**src/rtl/lcd4_pkg.sv**
```systemverilog
package lcd4_pkg;

    typedef enum logic [2:0] {
        ACT_INIT   = 3'd0,
        ACT_CMD    = 3'd1,
        ACT_DATA   = 3'd2,
        ACT_CURSOR = 3'd3,
        ACT_CLEAR  = 3'd4
    } t_action;

    localparam logic [7:0] CMD_CLEAR   = 8'h01;
    localparam logic [1:0] DDRAM_SET   = 2'b10;
    localparam logic [2:0] LAST_PHASE  = 3'd4;
    localparam logic [1:0] BYTE_PHASE  = 2'd3;
    localparam logic [2:0] LAST_CMD    = 3'd5;

    // init command bytes, in send order
    function automatic logic [7:0] init_cmd(input logic [2:0] idx);
        logic [7:0] v;
        case (idx)
            3'd0:    v = 8'h33;
            3'd1:    v = 8'h32;
            3'd2:    v = 8'h28;
            3'd3:    v = 8'h0C;
            3'd4:    v = 8'h01;
            3'd5:    v = 8'h06;
            default: v = 8'h00;
        endcase
        return v;
    endfunction

    // settle time after each init command, in us
    function automatic logic [15:0] init_wait(input logic [2:0] idx);
        logic [15:0] v;
        case (idx)
            3'd0:    v = 16'd4100;
            3'd1:    v = 16'd100;
            3'd2:    v = 16'd100;
            3'd3:    v = 16'd100;
            3'd4:    v = 16'd2000;
            3'd5:    v = 16'd2000;
            default: v = 16'd0;
        endcase
        return v;
    endfunction

endpackage

```
**src/rtl/char_lcd_four_bit_interface_unit.sv**
```systemverilog
// Character LCD controller for a 4-bit HD44780-style bus. Each request transfer
// (init, command byte, data byte, set cursor or clear) is expanded into a run of
// pin-state results: RS, E, the D4..D7 nibble and how many microseconds that
// state is to be held, with last set on the final result of the request. A byte
// goes out as four results (high nibble with E high then low, then the low nibble
// the same way), each held for PULSE_US. Init gives 31 results: a POWERUP_US wait
// keeping the previously driven RS and data levels, then six commands each
// followed by its settle wait. A phase sequencer emits one result per cycle while
// the output register is free; the input is not ready until the last result of
// a request has been loaded into the output register. Actions 5 to 7 are taken
// and dropped with no result.
module char_lcd_four_bit_interface_unit
    import lcd4_pkg::*;
#(
    parameter int PULSE_US   = 1000,
    parameter int POWERUP_US = 15000
) (
    input  logic        i_clk,
    input  logic        i_rst_n,
    // request channel
    input  logic        i_valid,
    output logic        o_ready,
    input  logic [2:0]  i_action,
    input  logic [7:0]  i_byte_value,
    input  logic [5:0]  i_column,
    input  logic        i_row,
    // pin-state channel
    output logic        o_valid,
    input  logic        i_ready,
    output logic        o_reg_select,
    output logic        o_enable,
    output logic [3:0]  o_nibble,
    output logic [15:0] o_hold_us,
    output logic        o_last
);

    typedef enum logic [1:0] {
        S_IDLE,
        S_POWERUP,
        S_RUN
    } t_state;

    localparam logic [15:0] PULSE_HOLD   = 16'(PULSE_US);
    localparam logic [15:0] POWERUP_HOLD = 16'(POWERUP_US);

    // sequencer state
    t_state      r_state,  n_state;
    logic        r_init,   n_init;     // running the init sequence
    logic [2:0]  r_phase,  n_phase;    // 0..3 nibble strobes, 4 settle wait
    logic [2:0]  r_cmd,    n_cmd;      // init command index
    logic [7:0]  r_byte,   n_byte;     // byte of a single-byte request
    logic        r_rs_req, n_rs_req;   // rs of a single-byte request

    // levels now driven on the pins
    logic        r_rs,     n_rs;
    logic [3:0]  r_nib,    n_nib;

    // output register
    logic        r_out_valid, n_out_valid;
    logic        r_out_rs,    n_out_rs;
    logic        r_out_en,    n_out_en;
    logic [3:0]  r_out_nib,   n_out_nib;
    logic [15:0] r_out_hold,  n_out_hold;
    logic        r_out_last,  n_out_last;

    logic        w_gen;
    logic [7:0]  w_cur_byte;
    logic        w_cur_rs;

    assign o_ready = (r_state == S_IDLE);

    // one result per cycle whenever the output register is empty or draining
    assign w_gen = (r_state != S_IDLE) && (!r_out_valid || i_ready);

    assign w_cur_byte = r_init ? init_cmd(r_cmd) : r_byte;
    assign w_cur_rs   = r_init ? 1'b0 : r_rs_req;

    always_comb begin
        n_state     = r_state;
        n_init      = r_init;
        n_phase     = r_phase;
        n_cmd       = r_cmd;
        n_byte      = r_byte;
        n_rs_req    = r_rs_req;
        n_rs        = r_rs;
        n_nib       = r_nib;
        n_out_valid = r_out_valid;
        n_out_rs    = r_out_rs;
        n_out_en    = r_out_en;
        n_out_nib   = r_out_nib;
        n_out_hold  = r_out_hold;
        n_out_last  = r_out_last;

        if (r_out_valid && i_ready) begin
            n_out_valid = 1'b0;
        end

        if (r_state == S_IDLE && i_valid) begin
            n_phase  = 3'd0;
            n_cmd    = 3'd0;
            n_init   = 1'b0;
            n_rs_req = 1'b0;
            case (t_action'(i_action))
                ACT_INIT: begin
                    n_init  = 1'b1;
                    n_state = S_POWERUP;
                end
                ACT_CMD: begin
                    n_byte  = i_byte_value;
                    n_state = S_RUN;
                end
                ACT_DATA: begin
                    n_byte   = i_byte_value;
                    n_rs_req = 1'b1;
                    n_state  = S_RUN;
                end
                ACT_CURSOR: begin
                    // 0x80 + column + 0x40 * row; column stays below 64
                    n_byte  = {DDRAM_SET[1], i_row, i_column};
                    n_state = S_RUN;
                end
                ACT_CLEAR: begin
                    n_byte  = CMD_CLEAR;
                    n_state = S_RUN;
                end
                default: begin
                    n_state = S_IDLE;
                end
            endcase
        end

        if (w_gen) begin
            n_out_valid = 1'b1;
            n_out_last  = 1'b0;
            n_out_en    = 1'b0;
            n_out_hold  = PULSE_HOLD;
            n_out_rs    = r_rs;
            n_out_nib   = r_nib;
            if (r_state == S_POWERUP) begin
                // power-up wait keeps whatever was driven before
                n_out_hold = POWERUP_HOLD;
                n_state    = S_RUN;
            end else begin
                case (r_phase)
                    3'd0: begin
                        n_out_rs  = w_cur_rs;
                        n_out_nib = w_cur_byte[7:4];
                        n_out_en  = 1'b1;
                    end
                    3'd1: begin
                        n_out_rs  = w_cur_rs;
                        n_out_nib = w_cur_byte[7:4];
                    end
                    3'd2: begin
                        n_out_rs  = w_cur_rs;
                        n_out_nib = w_cur_byte[3:0];
                        n_out_en  = 1'b1;
                    end
                    3'd3: begin
                        n_out_rs  = w_cur_rs;
                        n_out_nib = w_cur_byte[3:0];
                    end
                    default: begin
                        // settle wait after an init command
                        n_out_hold = init_wait(r_cmd);
                    end
                endcase
                n_rs  = n_out_rs;
                n_nib = n_out_nib;

                if (r_phase == {1'b0, BYTE_PHASE} && !r_init) begin
                    n_out_last = 1'b1;
                    n_state    = S_IDLE;
                end else if (r_phase == LAST_PHASE) begin
                    n_phase = 3'd0;
                    if (r_cmd == LAST_CMD) begin
                        n_out_last = 1'b1;
                        n_state    = S_IDLE;
                    end else begin
                        n_cmd = r_cmd + 3'd1;
                    end
                end else begin
                    n_phase = r_phase + 3'd1;
                end
            end
        end
    end

    always_ff @(posedge i_clk) begin
        if (!i_rst_n) begin
            r_state     <= S_IDLE;
            r_init      <= 1'b0;
            r_phase     <= 3'd0;
            r_cmd       <= 3'd0;
            r_rs        <= 1'b0;
            r_nib       <= 4'd0;
            r_out_valid <= 1'b0;
        end else begin
            r_state     <= n_state;
            r_init      <= n_init;
            r_phase     <= n_phase;
            r_cmd       <= n_cmd;
            r_rs        <= n_rs;
            r_nib       <= n_nib;
            r_out_valid <= n_out_valid;
        end
        r_byte     <= n_byte;
        r_rs_req   <= n_rs_req;
        r_out_rs   <= n_out_rs;
        r_out_en   <= n_out_en;
        r_out_nib  <= n_out_nib;
        r_out_hold <= n_out_hold;
        r_out_last <= n_out_last;
    end

    assign o_valid      = r_out_valid;
    assign o_reg_select = r_out_rs;
    assign o_enable     = r_out_en;
    assign o_nibble     = r_out_nib;
    assign o_hold_us    = r_out_hold;
    assign o_last       = r_out_last;

    // a known action always starts a sequence
    a_start: assert property (@(posedge i_clk) disable iff (!i_rst_n)
        (i_valid && o_ready && (i_action == ACT_INIT || i_action == ACT_CMD ||
         i_action == ACT_DATA || i_action == ACT_CURSOR || i_action == ACT_CLEAR))
        |=> (r_state != S_IDLE))
        else $error("known action did not start a sequence");

    // strobe states are always held for the pulse time
    a_strobe_hold: assert property (@(posedge i_clk) disable iff (!i_rst_n)
        (o_valid && o_enable) |-> (o_hold_us == PULSE_HOLD))
        else $error("strobe state with wrong hold time");

    // single-byte requests never reach the settle phase
    a_no_settle: assert property (@(posedge i_clk) disable iff (!i_rst_n)
        (r_state == S_RUN && !r_init) |-> (r_phase != LAST_PHASE))
        else $error("settle phase in a single-byte request");

    // init command index stays inside the table
    a_cmd_range: assert property (@(posedge i_clk) disable iff (!i_rst_n)
        (r_state != S_IDLE) |-> (r_cmd <= LAST_CMD && r_phase <= LAST_PHASE))
        else $error("sequencer counters out of range");

endmodule

```
**config.mk**
```make
export PLATFORM = sky130hd
export DESIGN_NAME = char_lcd_four_bit_interface_unit
export DESIGN_NICKNAME = d
export VERILOG_FILES = /design/src/rtl/lcd4_pkg.sv /design/src/rtl/char_lcd_four_bit_interface_unit.sv
export SDC_FILE = /design/constraint.sdc
export NUM_CORES = 1
export LEC_CHECK = 0
export ABC_AREA = 1
export BUFFER_PORTS_ARGS = -buffer_cell sky130_fd_sc_hd__buf_2
export CORE_MARGIN = 2
export CORE_UTILIZATION = 50
export CTS_BUF_LIST = sky130_fd_sc_hd__clkbuf_4
export CTS_CLUSTER_DIAMETER = 50
export DETAILED_ROUTE_END_ITERATION = 8
export PLACE_DENSITY = 0.81
export SYNTH_ARGS = -nofsm -noshare
export SYNTH_HDL_FRONTEND = slang
export SYNTH_SLANG_ARGS = --single-unit
```
**constraint.sdc**
```tcl
create_clock -name i_clk -period 3.2 [get_ports i_clk]
set_input_delay 0.32 -clock i_clk [delete_from_list [all_inputs] [get_ports i_clk]]
set_output_delay 0.32 -clock i_clk [all_outputs]
set_load 0.1 [all_outputs]
```
==> results of run 1 <==
-- path summary, 6_finish.rpt --
kind,startpoint,to,slack [ps]
worst min register to register,r_phase[1],r_phase[1],530
worst min-delay path,i_byte_value[7],r_byte[7],250
worst max register to register,r_phase[0],o_nibble[3],1430
worst max-delay path,r_phase[0],o_nibble[3],1430
-- state kept, by name, indices dropped and copies added (netlist names) --
register / cells
o_last: 1
r_rs: 1
r_nib: 4
o_enable: 1
r_state: 2
o_nibble: 4
r_init: 1
o_reg_select: 1
o_hold_us: 10
r_byte: 8
r_cmd: 3
r_rs_req: 1
o_valid: 1
r_phase: 3
-- per-stage QoR --
step           hold slack, ps  setup WS, ps
2_1_floorplan             443          1250
4_1_cts                   230          1440
3_3_place_gp              495          1500
5_1_grt                   234          1250
6_report                  253          1430
3_5_place_dp              505          1460
-- routing by layer --
| metal | vias to the layer above | wire [um] | share of wire [%] |
|---|---|---|---|
| met5 | - | 0 | 0 |
| met4 | 0 | 94 | 2.4 |
| met3 | 10 | 285 | 7.3 |
| met2 | 71 | 1850 | 47 |
| met1 | 724 | 1690 | 43 |
| li1 | 897 | - | - |
-- logic make-up after synthesis --
logic type	count (synthesis)	synth area share, %
adders and majority gates	10	5.83
and+or+nand+nor	105	22.4
buffers and inverters	47	9.33
DFF	41	50.4
other	1	0.175
AOI/OAI and AO/OA	43	11.8
-- power groups by stage --
stage                     clock [W]  sequential [W]  combinational, W
after floorplan                   0        0.000799          0.000177
after global placement            0        0.000645          0.000384
after detailed placement          0        0.000647          0.000388
after CTS                  0.000261        0.000635          0.000389
after global routing       0.000278        0.000639          0.000416
final                      0.000249        0.000635          0.000387
-- critical path, delay by kind of cell (launching register included) --
kind	cells	cell delay [ps]
AND/OR/NAND/NOR	4	520
AO/OA/AOI/OAI	1	80
buffers and inverters	2	160
flip-flops	1	370
adder cells (fa/ha/maj)	2	410
-- synth_stat cells, drive strengths merged --
library cell / count
nand2: 56
inv: 39
nor2: 36
edfxtp: 26
a21oi: 17
dfxtp: 15
o21ai: 15
ha: 10
buf: 7
nand3: 7
a22o: 6
a31oi: 2
nor3: 2
or2: 2
a211oi: 1
and3: 1
clkinv: 1
conb: 1
nand3b: 1
o211ai: 1
o22ai: 1
-- layout make-up --
cell class / count / area [sq um] / area share [%]
Sequential cell: 41 / 1080 / 44.4
Multi-Input combinational cell: 162 / 875 / 35.9
Timing Repair Buffer: 42 / 210 / 8.64
Inverter: 40 / 150 / 6.17
Tap cell: 50 / 62.6 / 2.57
Clock buffer: 5 / 37.5 / 1.54
Clock inverter: 3 / 17.5 / 0.720
==> flow_metrics.env, run 1 <==
export IMPL_die_height_um=69.5
export IMPL_cts_resized=0
export IMPL_h_tree_depth=2
export IMPL_grt_max_degree=26
export IMPL_setup_violations=0
export IMPL_synth_top_area_share_pct=36.4
export IMPL_internal_power_w=0.000774
export IMPL_ys_types=32
export IMPL_r2r_cells=9
export IMPL_drc=0
export IMPL_worstPathArrival_ps=1890
export IMPL_numCtsBuffers=5
export IMPL_nNetsFinal=324
export IMPL_routed_wl_mm=3.92
export IMPL_power_frac_seq_pct=49.9
export IMPL_crit_path_end_kind="flip-flop"
export IMPL_start_util_pct=52.9
export IMPL_synth_area_leaders="edfxtp_1, dfxtp_1, nand2_1, inv_1, ha_1"
export IMPL_cts_hold_buffers_added=0
export IMPL_skew_ps=7.88
export IMPL_p_comb_share_pct=30.5
export IMPL_powerDensity_nw_per_um2=522
export IMPL_clock_path_buffers=2
export IMPL_n_antenna_cell=0
export IMPL_wl_per_cell_um=11.4
export IMPL_path_cells="ha_1 -> ha_1 -> inv_1 -> nand2_4 -> nor2_4 -> nor2_2 -> or2_1 -> o21ai_2 -> inv_1"
export IMPL_grt_met1_usage_pct=19.2
export IMPL_relSlewSlack_pct=51.8
export IMPL_max_stage_delay_ps=370
export IMPL_fin_crit_sh_pct=55.4
export IMPL_fmax_mhz=564
export IMPL_dr_total_vias=1702
export IMPL_insertion_delay_ps=350
export IMPL_first_pass_iters=4
export IMPL_synth_warnings=0
export IMPL_rsz0062_at_grt="false"
export IMPL_sw_frac_of_total_pct=39.1
export IMPL_dp_cells=335
export IMPL_grtUsageTotal_pct=17.0
export IMPL_top_usage_layer="met2"
export IMPL_clock_root_buffer="clkbuf_4"
export IMPL_min_path_type="in2reg"
export IMPL_slew_viol_final=0
export IMPL_first_iter_violations=205
export IMPL_dpl_cell_area_sq_um=2380
export IMPL_grt_pass1_wl_mm=6.56
export IMPL_critPathKind="reg2reg"
export IMPL_io_pins=47
export IMPL_cp_max_fo=5
export IMPL_cts_sinks=41
export IMPL_core_area_sq_um=4060
export IMPL_ir_drop_uv=230
export IMPL_tns_ps=0
export IMPL_drive_gt1_share_pct=22.9
export IMPL_fp_dieW_um=69.5
export IMPL_synthesis_area_sq_um=2140
export IMPL_port_buffers=42
export IMPL_status="complete, no violations"
export IMPL_mostFrequentLayoutCells="nand2_1, buf_2, inv_1, nor2_1, edfxtp_1"
export IMPL_cts_tree="built"
export IMPL_dp_hpwl_mm=3.10
export IMPL_final_hold_viol_count=0
export IMPL_fin_cells=343
export IMPL_power_switching_w=0.000497
export IMPL_p_clk_share_pct=19.6
export IMPL_cts_setup_buffers=0
export IMPL_avgSynthCellArea_sq_um=8.68
export IMPL_drtAntennaViolNets=0
export IMPL_fin_area_sq_um=2430
export IMPL_fillers=368
export IMPL_globalRouteMet3Util_pct=4.65
export IMPL_total_power_w=0.00127
export IMPL_yosysSeqAreaShare_pct=50.4
export IMPL_finalCriticalPeriod_ps=1770
export IMPL_yosys_area_top_type="edfxtp_1"
export IMPL_synth_seq_cells=41
export IMPL_slowest_stage="dfxtp_1"
export IMPL_tightest_slew_ps=721
export IMPL_gr_usage_met2_pct=29.8
export IMPL_syn_instance_count=247
export IMPL_fin_util_pct=60.0
export IMPL_drv_cap=0
export IMPL_antenna_found_initial=0
export IMPL_avgViaCountPerCell=4.96
export IMPL_die_area_sq_um=4830
export IMPL_worstPathRequired_ps=3320
export IMPL_grt_pass1_vias=1574
export IMPL_areaGrowthSynthToFinish_pct=13.5
export IMPL_clkTransAtPathRegs_ps=120
export IMPL_whs_path_depth=3
export IMPL_critPathLaunchType="flip-flop"
export IMPL_final_common_cell="nand2_1"
export IMPL_p_leak_nw=1.11
export IMPL_gp_congestion=0.882
export IMPL_rows=23
export IMPL_grt_overflow_total=0
(Power assumes the default switching activity.)
==> run 2, diff against run 1 <==
- clock period: 3.2 -> 1.8 ns (I/O delays scaled with it)
==> flow_metrics.env, run 2 (same netlist as run 1, synthesis figures left out) <==
export IMPL_insertion_delay_ps=360
export IMPL_core_area_sq_um=4060
export IMPL_pre_cts_ws_ps=52.8
export IMPL_drive_gt1_share_pct=26.8
export IMPL_hold_ws_ps=76.6
export IMPL_sw_frac_of_total_pct=36.6
export IMPL_worstPathArrival_ps=1860
export IMPL_max_stage_delay_ps=380
export IMPL_nNetsFinal=329
export IMPL_critPathLaunchType="flip-flop"
export IMPL_dp_hpwl_mm=3.05
export IMPL_numCtsBuffers=5
export IMPL_setup_ws_ps=76.6
export IMPL_min_path_type="in2reg"
export IMPL_rr_endpoint="o_nibble[3]"
export IMPL_fin_crit_sh_pct=95.7
export IMPL_min_from="i_byte_value[7]"
export IMPL_start_util_pct=52.9
export IMPL_grt_max_degree=26
export IMPL_clock_path_buffers=2
export IMPL_internal_power_w=0.00155
export IMPL_final_hold_viol_count=0
export IMPL_port_buffers=42
export IMPL_total_power_w=0.00244
export IMPL_final_common_cell="nand2_1"
export IMPL_n_antenna_cell=0
export IMPL_rows=23
export IMPL_clkTransAtPathRegs_ps=120
export IMPL_gp_congestion=0.882
export IMPL_drc=0
export IMPL_drv_cap=0
export IMPL_worstPathRequired_ps=1930
export IMPL_die_area_sq_um=4830
export IMPL_p_leak_nw=1.15
export IMPL_p_clk_share_pct=24.5
export IMPL_cp_max_fo=5
export IMPL_path_cells="inv_1 -> ha_1 -> nor2_2 -> nor2_4 -> nor2_4 -> nor2_4 -> or2_1 -> o21ai_2 -> inv_1"
export IMPL_grt_pass1_wl_mm=6.79
export IMPL_critPathLaunch="r_phase[1]"
export IMPL_first_iter_violations=171
export IMPL_power_switching_w=0.000893
export IMPL_io_pins=47
export IMPL_r2r_slack_ps=80
export IMPL_drtAntennaViolNets=0
export IMPL_crit_path_end_kind="flip-flop"
export IMPL_fp_dieW_um=69.5
export IMPL_wl_per_cell_um=11.5
export IMPL_clock_root_buffer="clkbuf_4"
export IMPL_first_pass_iters=4
export IMPL_skew_ps=7.81
export IMPL_mostFrequentLayoutCells="nand2_1, buf_2, inv_1, nor2_1, edfxtp_1"
export IMPL_r2r_cells=9
export IMPL_relSlewSlack_pct=63.8
export IMPL_critPathCapture="o_nibble[3]"
export IMPL_slowest_stage="dfxtp_2"
export IMPL_critPathKind="reg2reg"
export IMPL_ir_drop_uv=402
export IMPL_cts_hold_buffers_added=0
export IMPL_finalCriticalPeriod_ps=1720
export IMPL_grt_pass1_vias=1623
export IMPL_fmax_mhz=580
export IMPL_cts_sinks=41
export IMPL_powerDensity_nw_per_um2=965
export IMPL_grtUsageTotal_pct=17.5
export IMPL_tightest_slew_ps=543
export IMPL_routed_wl_mm=4.01
export IMPL_status="complete, no violations"
export IMPL_areaGrowthSynthToFinish_pct=18.0
export IMPL_dr_total_vias=1710
export IMPL_fillers=338
export IMPL_slew_viol_final=0
export IMPL_antenna_found_initial=0
export IMPL_power_frac_seq_pct=46.2
export IMPL_p_comb_share_pct=29.3
export IMPL_h_tree_depth=2
export IMPL_setup_violations=0
export IMPL_crit_top_cell="nor2_4"
export IMPL_die_height_um=69.5
export IMPL_largest_register_ff_count=10
export IMPL_grt_overflow_total=0
export IMPL_avgViaCountPerCell=4.91
export IMPL_regToRegStartpoint="r_phase[1]"
export IMPL_cts_tree="built"
[run 2: cell types whose count changed in the layout (fill, tap and decap cells not counted), moves of 2 or more]
cell,previous run,this run
buf_4,0,5
dfxtp_1,15,11
dfxtp_2,0,3
nor2_4,3,6
clkinv_2,2,0
nor2_1,30,28
o21ai_0,12,10
[run 2: layout make-up]
cell class	count	area, sq um	share of cell area [%]
Sequential cell	41	1090	43.0
Multi-Input combinational cell	162	903	35.7
Timing Repair Buffer	47	248	9.79
Clock inverter	2	33.8	1.33
Clock buffer	6	45.0	1.78
Inverter	40	150	5.93
Tap cell	50	62.6	2.47
[run 2: how the worst min path moves through the flow]
stage,depth (start not counted),to,slack [ps]
floorplan,2,r_cmd[2],300
global placement,3,r_byte[7],460
detailed placement,3,r_byte[7],450
CTS,3,r_byte[7],60
global route,3,r_byte[7],80
finish,3,r_byte[7],80
[run 2: power by group through the flow]
| stage | clock network, W | logic, W | registers [W] |
|---|---|---|---|
| after floorplan | 0 | 0.000318 | 0.00142 |
| after detailed placement | 0 | 0.000696 | 0.00115 |
| after global routing | 0.000637 | 0.000771 | 0.00114 |
| final | 0.000598 | 0.000716 | 0.00113 |
| after global placement | 0 | 0.000685 | 0.00115 |
| after CTS | 0.000610 | 0.000697 | 0.00113 |
[run 2: metrics by stage]
stage	util, %	TNS (ps)	instance area, sq um	std cells
after floorplan	-	0	2160	250
after global placement	59.4	0	2410	338
after detailed placement	59.4	0	2410	338
after CTS	61.3	0	2490	346
after global routing	62.4	-50.6	2530	348
final	62.4	0	2530	348
[run 2: timing repair]
action	in CTS	in global routing
endpoints found under the setup margin	0	11
resized for setup	0	12
setup buffers	0	2
[run 2: critical path, delay by kind of cell, from the launching register on]
family                   cells  cell delay [ps]
flip-flops                   1              380
AO/OA/AOI/OAI                1               80
buffers and inverters        2              130
adder cells (fa/ha/maj)      1              220
AND/OR/NAND/NOR              5              690
[run 2: metal layers]
metal  global-route usage [%]  up-vias  wire length, um
li1                         -      892                -
met1                     20.2      746             1750
met2                     29.8       60             1880
met3                     4.51       12              247
met4                     9.37        0              133
met5                        0        -                0
==> run 3, diff against run 2 <==
- PLACE_DENSITY: 0.81 -> 0.74
==> flow_metrics.env, run 3 (same netlist as run 1, synthesis figures left out) <==
export IMPL_status="complete, no violations"
export IMPL_first_iter_violations=130
export IMPL_rows=23
export IMPL_p_leak_nw=1.15
export IMPL_power_frac_seq_pct=46.8
export IMPL_ir_drop_uv=319
export IMPL_worstPathRequired_ps=1920
export IMPL_pre_cts_ws_ps=75.5
export IMPL_min_path_type="in2reg"
export IMPL_gp_congestion=0.850
export IMPL_insertion_delay_ps=340
export IMPL_cts_sinks=41
export IMPL_die_height_um=69.5
export IMPL_total_power_w=0.00241
export IMPL_areaGrowthSynthToFinish_pct=17.0
export IMPL_rr_endpoint="o_nibble[3]"
export IMPL_io_pins=47
export IMPL_numCtsBuffers=5
export IMPL_grt_pass1_wl_mm=6.85
export IMPL_critPathLaunchType="flip-flop"
export IMPL_dpl_cell_area_sq_um=2420
export IMPL_grtUsageTotal_pct=17.7
export IMPL_fin_area_sq_um=2510
export IMPL_clock_root_buffer="clkbuf_4"
export IMPL_drtAntennaViolNets=0
export IMPL_setup_ws_ps=95.8
export IMPL_core_area_sq_um=4060
export IMPL_fillers=363
export IMPL_grt_pass1_vias=1574
export IMPL_p_clk_share_pct=24.1
export IMPL_rsz0062_at_grt="false"
export IMPL_tns_ps=0
export IMPL_grt_overflow_total=0
export IMPL_fmax_mhz=587
export IMPL_drv_cap=0
export IMPL_whs_path_depth=3
export IMPL_mostFrequentLayoutCells="nand2_1, buf_2, inv_1, nor2_1, edfxtp_1"
export IMPL_finalCriticalPeriod_ps=1700
export IMPL_fin_crit_sh_pct=94.7
export IMPL_skew_ps=9.97
export IMPL_sw_frac_of_total_pct=36.0
export IMPL_final_hold_viol_count=0
export IMPL_h_tree_depth=2
export IMPL_worstPathArrival_ps=1820
export IMPL_routed_wl_mm=3.89
export IMPL_p_comb_share_pct=29.1
export IMPL_largest_register_ff_count=10
export IMPL_r2r_cells=9
export IMPL_r2r_slack_ps=100
export IMPL_clock_path_buffers=2
export IMPL_nNetsFinal=328
export IMPL_min_from="i_byte_value[7]"
export IMPL_critPathKind="reg2reg"
export IMPL_fin_util_pct=61.9
export IMPL_antenna_found_initial=0
export IMPL_tightest_slew_ps=501
export IMPL_relSlewSlack_pct=66.6
export IMPL_hold_end="r_byte[7]"
export IMPL_cts_tree="built"
export IMPL_fp_dieW_um=69.5
export IMPL_first_pass_iters=4
export IMPL_dp_hpwl_mm=3.02
export IMPL_avgViaCountPerCell=4.91
export IMPL_internal_power_w=0.00154
export IMPL_wl_per_cell_um=11.2
export IMPL_setup_violations=0
export IMPL_cp_max_fo=5
export IMPL_n_antenna_cell=0
export IMPL_critPathLaunch="r_phase[0]"
export IMPL_clkTransAtPathRegs_ps=110
export IMPL_die_area_sq_um=4830
export IMPL_final_common_cell="nand2_1"
export IMPL_dr_total_vias=1705
export IMPL_slew_viol_final=0
export IMPL_crit_path_end_kind="flip-flop"
export IMPL_regToRegStartpoint="r_phase[0]"
export IMPL_powerDensity_nw_per_um2=961
export IMPL_port_buffers=42
export IMPL_drive_gt1_share_pct=25.6
export IMPL_grt_max_degree=26
export IMPL_start_util_pct=52.9
export IMPL_power_switching_w=0.000869
export IMPL_drc=0
## run 3: changes by cell type in the layout (fill, tap and decap cells not counted)
cell and delta:
dfxtp_4 -1, nor2_4 -1, dfxtp_1 +1, nor2_1 +1, o21ai_1 -1, ha_1 +1, ha_2 -1, buf_4 -1
o21ai_0 +1
## run 3: final cells by class
| cell class | count | area (sq um) | area share, % |
|---|---|---|---|
| Clock buffer | 6 | 45.0 | 1.79 |
| Clock inverter | 2 | 33.8 | 1.35 |
| Inverter | 40 | 150 | 5.98 |
| Multi-Input combinational cell | 162 | 893 | 35.6 |
| Sequential cell | 41 | 1080 | 43.2 |
| Tap cell | 50 | 62.6 | 2.49 |
| Timing Repair Buffer | 46 | 240 | 9.57 |
## run 3: worst max-delay path by stage
stage,slack (ps),end,cells after the start
after global routing,2,o_nibble[3],9
after floorplan,70,r_byte[0],5
final,100,o_nibble[3],9
after CTS,70,o_nibble[3],9
after global placement,90,o_nibble[1],10
after detailed placement,80,o_nibble[3],9
## run 3: critical path, stage by stage, from the launching register on
cell     delay, ps
dfxtp_2        380
inv_1           70
ha_1           240
nor2_1         140
nor2_2          80
nor2_4         170
nor2_4          60
or2_1          220
o21ai_2         80
inv_1           50
## run 3: routing by layer
layer / track usage (%) / vias up / share of wire [%]
met1: 22.5 / 732 / 44
li1: - / 892 / -
met4: 8.71 / 0 / 1.6
met2: 29.1 / 73 / 47
met5: 0 / - / 0
met3: 3.34 / 8 / 7.4
## run 3: power by group through the flow
| stage | Combinational (W) | Sequential (W) | Clock (W) |
|---|---|---|---|
| after floorplan | 0.000318 | 0.00142 | 0 |
| after global placement | 0.000689 | 0.00115 | 0 |
| after detailed placement | 0.000698 | 0.00115 | 0 |
| after CTS | 0.000699 | 0.00113 | 0.000599 |
| after global routing | 0.000757 | 0.00114 | 0.000629 |
| final | 0.000701 | 0.00113 | 0.000582 |
## run 3: through the flow
step                hold slack (ps)  instances
floorplan                       303        250
global placement                470        339
detailed placement              460        339
CTS                            92.7        347
global route                   94.2        347
finish                          113        347
## run 3: repair_timing
item | CTS | global route
hold buffers | 0 | 0
buffers inserted | 0 | 0
gates resized for setup | 0 | 6
endpoints found under the setup margin | 0 | 8
